--- config.mk ---
export PLATFORM = sky130hd
export DESIGN_NAME = sync_length_frame_deframer_core
export DESIGN_NICKNAME = d
export VERILOG_FILES = /design/src/sv/slfd_pkg.sv /design/src/sv/slfd_parser.sv /design/src/sv/sync_length_frame_deframer_core.sv
export VERILOG_INCLUDE_DIRS = /design/src /design/src/sv
export SDC_FILE = /design/constraint.sdc
export NUM_CORES = 1
export LEC_CHECK = 0
export BUFFER_PORTS_ARGS = -buffer_cell sky130_fd_sc_hd__buf_2
export CAP_MARGIN = 15
export CORE_AREA = 2 2 96 98
export CTS_CLUSTER_SIZE = 20
export DETAILED_ROUTE_END_ITERATION = 7
export DIE_AREA = 0 0 98 100
export GPL_TIMING_DRIVEN = 0
export SETUP_SLACK_MARGIN = 0.5
export SYNTH_ARGS = -nofsm -noshare
export SYNTH_HDL_FRONTEND = slang
export SYNTH_SLANG_ARGS = --single-unit
--- constraint.sdc ---
create_clock -name i_clk -period 6.1 [get_ports i_clk]
set_input_delay 0.305 -clock i_clk [delete_from_list [all_inputs] [get_ports i_clk]]
set_output_delay 0.305 -clock i_clk [all_outputs]
set_load 0.02 [all_outputs]
--- src/sv/sync_length_frame_deframer_core_assert.svh ---
// ----------------------------------------------------------------------------
// Assertion macros shared by the deframer RTL
// Clocked on i_clk and disabled while i_rst_n is low.
// ----------------------------------------------------------------------------
`ifndef SYNC_LENGTH_FRAME_DEFRAMER_CORE_ASSERT_SVH
`define SYNC_LENGTH_FRAME_DEFRAMER_CORE_ASSERT_SVH

// Check that cons holds in the same cycle as ante
`define SLFD_ASSERT_SAME(label, ante, cons, msg) \
    label: assert property (@(posedge i_clk) disable iff (!i_rst_n) \
        (ante) |-> (cons)) else $error(msg);

// Check that cons holds in the cycle after ante
`define SLFD_ASSERT_NEXT(label, ante, cons, msg) \
    label: assert property (@(posedge i_clk) disable iff (!i_rst_n) \
        (ante) |=> (cons)) else $error(msg);

`endif

--- src/sv/slfd_pkg.sv ---
// ----------------------------------------------------------------------------
// slfd_pkg
// Shared types and constants of the sync/length frame deframer.
// ----------------------------------------------------------------------------
`timescale 1ns / 1ps

package slfd_pkg;

    localparam int BYTE_W      = 8;
    localparam int LEN_W       = 7;
    localparam int CFG_IDX_W   = 2;
    localparam int CFG_DATA_W  = 8;

    // Largest payload the downstream buffer takes
    localparam int MAX_PAYLOAD = 64;

    // Register indexes
    localparam logic [CFG_IDX_W-1:0] CFG_SYNC_FIRST  = 2'd0;
    localparam logic [CFG_IDX_W-1:0] CFG_SYNC_SECOND = 2'd1;
    localparam logic [CFG_IDX_W-1:0] CFG_MIN_LEN     = 2'd2;
    localparam logic [CFG_IDX_W-1:0] CFG_MAX_LEN     = 2'd3;

    // Register reset values
    localparam logic [BYTE_W-1:0] SYNC_FIRST_RST  = 8'd0;
    localparam logic [BYTE_W-1:0] SYNC_SECOND_RST = 8'd0;
    localparam logic [LEN_W-1:0]  MIN_LEN_RST     = 7'd6;
    localparam logic [LEN_W-1:0]  MAX_LEN_RST     = 7'd46;

    typedef struct packed {
        logic [BYTE_W-1:0] sync_first;
        logic [BYTE_W-1:0] sync_second;
        logic [LEN_W-1:0]  min_len;
        logic [LEN_W-1:0]  max_len;
    } t_cfg;

    typedef struct packed {
        logic [BYTE_W-1:0] payload_byte;
        logic [LEN_W-1:0]  frame_len;
        logic              last;
    } t_result;

    typedef enum logic [3:0] {
        PH_HUNT  = 4'b0001,
        PH_SYNC2 = 4'b0010,
        PH_LEN   = 4'b0100,
        PH_DATA  = 4'b1000
    } t_phase;

endpackage

--- src/sv/slfd_parser.sv ---
// ----------------------------------------------------------------------------
// slfd_parser
// Header state machine and payload counter; one byte per step.
// ----------------------------------------------------------------------------
`timescale 1ns / 1ps
`include "sync_length_frame_deframer_core_assert.svh"

module slfd_parser #(
    parameter int MAX_PAYLOAD = slfd_pkg::MAX_PAYLOAD
) (
    input  logic                           i_clk,
    input  logic                           i_rst_n,
    input  slfd_pkg::t_cfg                 i_cfg,
    input  logic                           i_step,
    input  logic [slfd_pkg::BYTE_W-1:0]    i_byte,
    output logic                           o_emit,
    output slfd_pkg::t_result              o_res
);

    // Length cap: buffer depth, limited to what the length field can carry
    localparam int LEN_CAP_INT = (MAX_PAYLOAD > 127) ? 127 : MAX_PAYLOAD;
    localparam logic [slfd_pkg::LEN_W-1:0] LEN_CAP = LEN_CAP_INT[slfd_pkg::LEN_W-1:0];

    slfd_pkg::t_phase                r_phase, n_phase;
    logic [slfd_pkg::LEN_W-1:0]      r_count, n_count;
    logic [slfd_pkg::LEN_W-1:0]      r_expected_len, n_expected_len;

    logic                            w_len_ok;
    logic [slfd_pkg::LEN_W-1:0]      w_count_inc;
    logic                            w_fin;

    // Length byte check against the configured window and the buffer cap; zero is always rejected
    assign w_len_ok = (i_byte != '0)
                   && (i_byte >= {1'b0, i_cfg.min_len})
                   && (i_byte <= {1'b0, i_cfg.max_len})
                   && (i_byte <= {1'b0, LEN_CAP});

    // Advance the payload count; final byte when it reaches the length
    assign w_count_inc = r_count + 7'd1;
    assign w_fin       = (w_count_inc >= r_expected_len);

    // Next state
    always_comb begin
        n_phase        = r_phase;
        n_count        = r_count;
        n_expected_len = r_expected_len;
        o_emit         = 1'b0;
        case (r_phase)
            slfd_pkg::PH_HUNT: begin
                if (i_byte == i_cfg.sync_first) n_phase = slfd_pkg::PH_SYNC2;
            end
            slfd_pkg::PH_SYNC2: begin
                // Second sync wins when both sync values are equal
                if (i_byte == i_cfg.sync_second) begin
                    n_phase = slfd_pkg::PH_LEN;
                end else if (i_byte == i_cfg.sync_first) begin
                    n_phase = slfd_pkg::PH_SYNC2;
                end else begin
                    n_phase = slfd_pkg::PH_HUNT;
                end
            end
            slfd_pkg::PH_LEN: begin
                if (w_len_ok) begin
                    n_expected_len = i_byte[slfd_pkg::LEN_W-1:0];
                    n_count        = '0;
                    n_phase        = slfd_pkg::PH_DATA;
                end else begin
                    n_phase = slfd_pkg::PH_HUNT;
                end
            end
            slfd_pkg::PH_DATA: begin
                o_emit  = 1'b1;
                n_count = w_count_inc;
                if (w_fin) begin
                    n_phase = slfd_pkg::PH_HUNT;
                    n_count = '0;
                end
            end
            default: begin
                n_phase = slfd_pkg::PH_HUNT;
            end
        endcase
    end

    assign o_res.payload_byte = i_byte;
    assign o_res.frame_len    = r_expected_len;
    assign o_res.last         = w_fin;

    // State registers, updated only on a step
    always_ff @(posedge i_clk) begin
        if (!i_rst_n) begin
            r_phase        <= slfd_pkg::PH_HUNT;
            r_count        <= '0;
            r_expected_len <= '0;
        end else if (i_step) begin
            r_phase        <= n_phase;
            r_count        <= n_count;
            r_expected_len <= n_expected_len;
        end
    end

    `SLFD_ASSERT_SAME(a_count_below_len, r_phase == slfd_pkg::PH_DATA,
        r_count < r_expected_len, "payload count reached frame length in payload phase")
    `SLFD_ASSERT_SAME(a_len_in_cap, r_phase == slfd_pkg::PH_DATA,
        (r_expected_len != '0) && (r_expected_len <= LEN_CAP),
        "frame length outside buffer cap")
    `SLFD_ASSERT_NEXT(a_last_to_hunt, i_step && o_emit && o_res.last,
        r_phase == slfd_pkg::PH_HUNT, "no return to hunting after last byte")

endmodule

--- src/sv/sync_length_frame_deframer_core.sv ---
// ----------------------------------------------------------------------------
// sync_length_frame_deframer_core
// Recovers sync/sync/length/payload frames from a received byte stream.
// ----------------------------------------------------------------------------
// Takes one byte per cycle, sustained: a byte is accepted every cycle while
// the result side keeps up. Each byte is registered on input and run through
// the header state machine and payload counter when it advances out of the
// input register; a payload byte is then loaded into the result register, so
// a result passes through the input register and then the result register.
// Header and rejected bytes give no result. Only a stalled result register
// holds off the input side. Register writes take effect at the next edge and
// should be made while no transaction is in flight.
// ----------------------------------------------------------------------------
`timescale 1ns / 1ps
`include "sync_length_frame_deframer_core_assert.svh"

module sync_length_frame_deframer_core #(
    parameter int MAX_PAYLOAD = slfd_pkg::MAX_PAYLOAD
) (
    input  logic                               i_clk,
    input  logic                               i_rst_n,
    // Configuration
    input  logic                               i_cfg_we,
    input  logic [slfd_pkg::CFG_IDX_W-1:0]     i_cfg_index,
    input  logic [slfd_pkg::CFG_DATA_W-1:0]    i_cfg_data,
    // Byte input
    input  logic                               i_in_valid,
    output logic                               o_in_ready,
    input  logic [slfd_pkg::BYTE_W-1:0]        i_rx_byte,
    // Payload output
    output logic                               o_out_valid,
    input  logic                               i_out_ready,
    output logic [slfd_pkg::BYTE_W-1:0]        o_payload_byte,
    output logic [slfd_pkg::LEN_W-1:0]         o_frame_len,
    output logic                               o_last
);

    slfd_pkg::t_cfg                  r_cfg;
    logic                            r_in_valid;
    logic [slfd_pkg::BYTE_W-1:0]     r_in_byte;
    logic                            r_out_valid;
    slfd_pkg::t_result               r_out;

    logic                            w_in_fire;
    logic                            w_adv;
    logic                            w_emit;
    slfd_pkg::t_result               w_res;

    // Configuration registers
    always_ff @(posedge i_clk) begin
        if (!i_rst_n) begin
            r_cfg.sync_first  <= slfd_pkg::SYNC_FIRST_RST;
            r_cfg.sync_second <= slfd_pkg::SYNC_SECOND_RST;
            r_cfg.min_len     <= slfd_pkg::MIN_LEN_RST;
            r_cfg.max_len     <= slfd_pkg::MAX_LEN_RST;
        end else if (i_cfg_we) begin
            case (i_cfg_index)
                slfd_pkg::CFG_SYNC_FIRST:  r_cfg.sync_first  <= i_cfg_data;
                slfd_pkg::CFG_SYNC_SECOND: r_cfg.sync_second <= i_cfg_data;
                slfd_pkg::CFG_MIN_LEN:     r_cfg.min_len <= i_cfg_data[slfd_pkg::LEN_W-1:0];
                slfd_pkg::CFG_MAX_LEN:     r_cfg.max_len <= i_cfg_data[slfd_pkg::LEN_W-1:0];
                default: begin
                end
            endcase
        end
    end

    // Advance the staged byte when the result register is free or draining
    assign w_adv      = r_in_valid && (!r_out_valid || i_out_ready);
    assign o_in_ready = !r_in_valid || w_adv;
    assign w_in_fire  = i_in_valid && o_in_ready;

    // Input register
    always_ff @(posedge i_clk) begin
        if (!i_rst_n) begin
            r_in_valid <= 1'b0;
        end else if (w_in_fire) begin
            r_in_valid <= 1'b1;
        end else if (w_adv) begin
            r_in_valid <= 1'b0;
        end
    end

    always_ff @(posedge i_clk) begin
        if (w_in_fire) begin
            r_in_byte <= i_rx_byte;
        end
    end

    slfd_parser #(
        .MAX_PAYLOAD (MAX_PAYLOAD)
    ) u_parser (
        .i_clk   (i_clk),
        .i_rst_n (i_rst_n),
        .i_cfg   (r_cfg),
        .i_step  (w_adv),
        .i_byte  (r_in_byte),
        .o_emit  (w_emit),
        .o_res   (w_res)
    );

    // Result register
    always_ff @(posedge i_clk) begin
        if (!i_rst_n) begin
            r_out_valid <= 1'b0;
        end else if (w_adv) begin
            r_out_valid <= w_emit;
        end else if (i_out_ready) begin
            r_out_valid <= 1'b0;
        end
    end

    always_ff @(posedge i_clk) begin
        if (w_adv && w_emit) begin
            r_out <= w_res;
        end
    end

    assign o_out_valid    = r_out_valid;
    assign o_payload_byte = r_out.payload_byte;
    assign o_frame_len    = r_out.frame_len;
    assign o_last         = r_out.last;

    `SLFD_ASSERT_NEXT(a_in_hold, r_in_valid && !w_adv,
        r_in_valid && $stable(r_in_byte), "staged byte lost while stalled")
    `SLFD_ASSERT_SAME(a_no_overwrite, w_adv && w_emit && r_out_valid,
        i_out_ready, "result register overwritten before it was taken")

endmodule

# [Word level (Yosys, flattened, before mapping)]
# Cells that the tools add are included.
[classes] muxes=14 n_reduce_logical=22 magnitude_cmp=4 eq_ne=12 n_addsub=1
[ops] operator="$eq A8 B8 Y1" count=2
[ops] operator="$mux W4" count=4
[ops] operator="$pmux W4 S4" count=1
[ops] operator="$mux W7" count=2
[ops] operator="$pmux W7 S2" count=1
[ops] operator="$reduce_and A3 Y1" count=3
[ops] operator="$ge A8 B7 Y1" count=1
[ops] operator="$le A8 B7 Y1" count=1
[ops] operator="$le A8 B7 Y1 const B" count=1
[ops] operator="$reduce_and A2 Y1" count=4
[ops] operator="$reduce_bool A8 Y1" count=1
[ops] operator="$add A7 B1 Y7 const B" count=1
[ops] operator="$ge A7 B7 Y1" count=1
[ops] operator="$logic_and A1 B1 Y1" count=6
[ops] operator="$ne A2 B1 Y1 const B" count=3
[ops] operator="$reduce_bool A2 Y1" count=3
[ops] operator="$mux W1" count=5
[ops] operator="$eq A2 B2 Y1 const B" count=2
[ops] operator="$eq A4 B1 Y1 const B" count=1
[ops] operator="$eq A4 B2 Y1 const B" count=1
[ops] operator="$eq A4 B3 Y1 const B" count=1
[ops] operator="$eq A4 B4 Y1 const B" count=1
[ops] operator="$eq A2 B1 Y1 const B" count=1
[ops] operator="$logic_not A1 Y1" count=2
[ops] operator="other kinds (3)" count=4
[word_totals] elab_cells=66 output_inout_bits=18 in_bits=23 regBits=74

# [Longest topological paths before layout]
[depth] depth_word=6 depth_mapped=11 mapped_depth_nobuf=11

# [Modules after synthesis]
# From an unflattened synthesis, not the netlist that was laid out.
[hier_totals] cells_unflattened=369 area_unflattened_um2=3771.1
[modules_own_cells] module="sync_length_frame_deframer_core" seq_area_each_um2=1361.3 n_inst=1 cells_per_inst=153 area_each_um2=2026.9
[modules_own_cells] module="slfd_parser" seq_area_each_um2=360.3 n_inst=1 cells_per_inst=216 area_each_um2=1744.2

# [Worst setup path before layout]
# OpenSTA, ideal clock, no wires.
[synth_path] path_kind="register to register" start="register u_parser.r_count[0] (netlist name)" end="register u_parser.r_phase[1]" setup_time_ns=0.070 required_ns=6.030 period_less_slack_ns=2.568 t_arrival_ns=2.498 setup_slack_ns=3.532 path_stages_with_launch=12 cell_sequence="dfxtp_1 ha_1 nand3_1 nor2_1 xor2_1 ha_1 a41oi_1 o211ai_1 a31oi_1 a211o_1 or4_1 a21oi_1"
[synth_between] elab_chain_len=4
[synth_lines] element="start: declaration" line="slfd_parser.sv:25" rtl="logic [slfd_pkg::LEN_W-1:0] r_count, n_count;"
[synth_lines] element="start signal: assignment" line="slfd_parser.sv:97" rtl="r_count <= n_count;"
[synth_lines] element="$add A7 B1 Y7" line="slfd_parser.sv:39" rtl="assign w_count_inc = r_count + 7'd1;"
[synth_lines] element="$ge A7 B7 Y1" line="slfd_parser.sv:40" rtl="assign w_fin = (w_count_inc >= r_expected_len);"
[synth_lines] element="$ne A2 B1 Y1 (no source line)"
[synth_lines] element="$reduce_and A3 Y1 (no source line)"
[synth_lines] element="end signal: assignment" line="slfd_parser.sv:92" rtl="r_phase <= slfd_pkg::PH_HUNT;"
[synth_lines] element="end signal: assignment" line="slfd_parser.sv:96" rtl="r_phase <= n_phase;"
[synth_lines] element="end: declaration" line="slfd_parser.sv:24" rtl="slfd_pkg::t_phase r_phase, n_phase;"
# Every way passes these cells.
# A chain may end at the register's enable or synchronous reset.

# [Worst setup path in the final report]
[layout_path] start="register u_parser.r_count[0] (netlist name)" end="register u_parser.r_phase[2]"
# Same word-level chain as after synthesis.

==> results.json <==
{
  "period_needed_ps": 3080,
  "relSlewSlack": 0.560,
  "p_leak_nw": 1.65,
  "utilization": 0.457,
  "postCtsSetupRepairBufs": 0,
  "async_flop_share": 0,
  "final_max_slew_viol_count": 0,
  "hp-start": "i_rx_byte[2]",
  "route.vias.total": 2713,
  "power_frac_comb": 0.075,
  "finalSetupViolCount": 0,
  "cts_resized": 0,
  "netlist_instances": 356,
  "ant_nets": 0,
  "clock_latency_ps": 340,
  "p_switching_mw": 0.236,
  "place_ws_ps": 3050,
  "cts_made_buffers": 9,
  "hp-class": "primary input to flop",
  "power-per-cell-area_mw_per_mm2": 245,
  "synth_area_per_cell_sq_um": 9.91,
  "grt_overflow": 0,
  "antenna_found_initial": 0,
  "grt_pass1_vias": 2601,
  "mostFrequentLayoutCell": "dfxtp_1",
  "p_total_mw": 0.995,
  "synth_cell_type_count": 46,
  "cp_max_fo": 7,
  "tightest_slew_ps": 657,
  "track_usage": 0.163,
  "final_cell_mix": "dfxtp_1 (50), nand2_1 (40), buf_2 (39)",
  "clockBufferDepth": 2,
  "period_share": 0.505,
  "run_status": "finished clean",
  "remaining_drc_errors": 0,
  "critical_path.startpoint_type": "flop",
  "seqPwrFrac": 0.542,
  "yosys_register_bits": 74,
  "synth_edf_count": 24,
  "synth_ff_type": "dfxtp_1",
  "hpwl_um": 5550,
  "initial_core_util": 0.397,
  "worstPathArrival_ps": 3290,
  "routedWlPerCell_um": 14.6,
  "syn_nets": 401,
  "cp.required_ps": 6310,
  "max_cap_viol_count": 0,
  "io_pins": 41,
  "clockRootBuffer": "clkbuf_8",
  "netlist_area_sq_mm": 0.00353,
  "hold_violations": 0,
  "grt_max_degree": 17,
  "antenna_cells": 0,
  "cp-end-kind": "flop",
  "first_iter_violations": 92,
  "vias_per_cell": 5.20,
  "gp_congestion": 0.797,
  "drt_pass1_iterations": 4,
  "grt_pass1_wl_um": 12700,
  "ys_warn_count": 0,
  "clkPwrFrac": 0.383,
  "wl_um": 7620,
  "cts_tree": "done",
  "p_int_mw": 0.759,
  "finalSetupTns_ps": 0,
  "final_area_sq_mm": 0.00407,
  "r2r_slack_ps": 3020,
  "critical_path_class": "flop to flop",
  "timing.fmax_mhz": 325,
  "path_clk_slew_ps": 80,
  "postCtsHoldBufs": 0,
  "dieWidth_um": 98,
  "dieArea_sq_mm": 0.00980,
  "rsz0062_at_grt": "no",
  "rows": 35,
  "seq_area_frac_synth": 0.488,
  "area_delta_synth_final_pct": 15.2,
  "port_buffers": 39,
  "setup_ws_ps": 3020,
  "core_sq_mm": 0.00889,
  "ir_worst_vdd_v": 0.000128,
  "startpoint": "u_parser.r_count[0]",
  "cts.sinks": 74,
  "clock_skew_ps": 7.14,
  "die_h_um": 100,
  "netSwitchingFraction": 0.237,
  "timing.rr.start": "u_parser.r_count[0]",
  "placed_area_sq_mm": 0.00386,
  "ctsHtreeMaxLevel": 3,
  "drive_above_1_share": 0.148,
  "finalNetCount": 451
}
==> through the flow <==
step | hold slack [ps] | std cells
after floorplan | 404 | 356
after global placement | 439 | 506
after detailed placement | 440 | 506
after CTS | 126 | 522
after global routing | 118 | 522
final | 134 | 522
==> power groups by stage <==
stage	registers, mW	logic [mW]	clock network [mW]
6_report	0.540	0.0748	0.381
3_5_place_dp	0.551	0.0748	0
2_1_floorplan	0.542	0.0522	0
3_3_place_gp	0.550	0.0727	0
5_1_grt	0.541	0.0852	0.408
4_1_cts	0.539	0.0756	0.387
==> registers in the layout (all words and copies together), names as in the netlist, 4 cells and up <==
| name | count |
|---|---|
| u_parser.r_expected_len | 7 |
| u_parser.r_count | 7 |
| u_parser.r_phase | 4 |
| r_cfg | 30 |
| o_payload_byte | 8 |
| o_frame_len | 7 |
| r_in_byte | 8 |
==> cells by family (layout without fill, tap and decap cells) <==
family	Yosys count	count (layout)	share of synthesized area
AND/OR/NAND/NOR	115	115	0.159
flip-flops	74	74	0.488
AO/OA/AOI/OAI	68	68	0.130
buffers and inverters	37	92	0.0393
adder cells (fa/ha/maj)	22	22	0.0780
XOR/XNOR	21	21	0.0521
multiplexers	19	19	0.0539
==> cell type report <==
cell class | count | area, sq um
multi-input combinational | 245 | 1670
inverter | 26 | 97.6
buffer | 11 | 41.3
clock inverter | 1 | 5.00
tap | 111 | 139
fill | 880 | 4820
sequential | 74 | 1720
clock buffer | 15 | 198
timing repair buffer | 39 | 195
==> per-layer routing <==
metal  track usage  share of wire  up-vias
met5             0              0        -
met4        0.0545          0.013        0
met3        0.0362          0.036        9
met2         0.263           0.46       55
met1         0.220           0.49     1284
li1              -              -     1365
==> worst paths after layout <==
check / end / cells after the start
min reg2reg: o_frame_len[6] / 0
max reg2reg: u_parser.r_phase[2] / 11
max: u_parser.r_phase[2] / 11
min: r_in_byte[2] / 1
==> worst max-delay path, cell delays in order, from the launching register on <==
cell	delay, ps
dfxtp_1	420
ha_1	250
nand3_1	180
nor2_1	170
xor2_1	200
ha_1	290
a41oi_1	260
o211ai_1	120
a31oi_1	540
a211o_1	310
nand4b_1	150
a21oi_1	70
==> synthesized netlist by cell type (all sizes together) (2+ instances only) <==
| cell | n | share of area |
|---|---|---|
| mux2i | 19 | 0.054 |
| o21ai | 13 | 0.022 |
| dfxtp | 50 | 0.28 |
| o211ai | 8 | 0.017 |
| a211o | 3 | 0.0099 |
| nor3 | 3 | 0.0043 |
| xor2 | 19 | 0.047 |
| a31oi | 5 | 0.0089 |
| nand3 | 16 | 0.023 |
| or4 | 3 | 0.0074 |
| and2 | 2 | 0.0035 |
| nand4b | 3 | 0.0074 |
| ha | 22 | 0.078 |
| nand3b | 4 | 0.0096 |
| clkbuf | 8 | 0.0085 |
| nand2b | 3 | 0.0053 |
| a21oi | 25 | 0.035 |
| inv | 26 | 0.028 |
| nor2 | 25 | 0.027 |
| nor2b | 3 | 0.0053 |
| o31a | 2 | 0.0050 |
| nand2 | 40 | 0.043 |
| buf | 3 | 0.0032 |
| and3 | 2 | 0.0035 |
| edfxtp | 24 | 0.20 |
| xnor2 | 2 | 0.0050 |
| a211oi | 3 | 0.0078 |
| nor4 | 7 | 0.012 |
No activity file was read; power rests on OpenSTA's default activity.
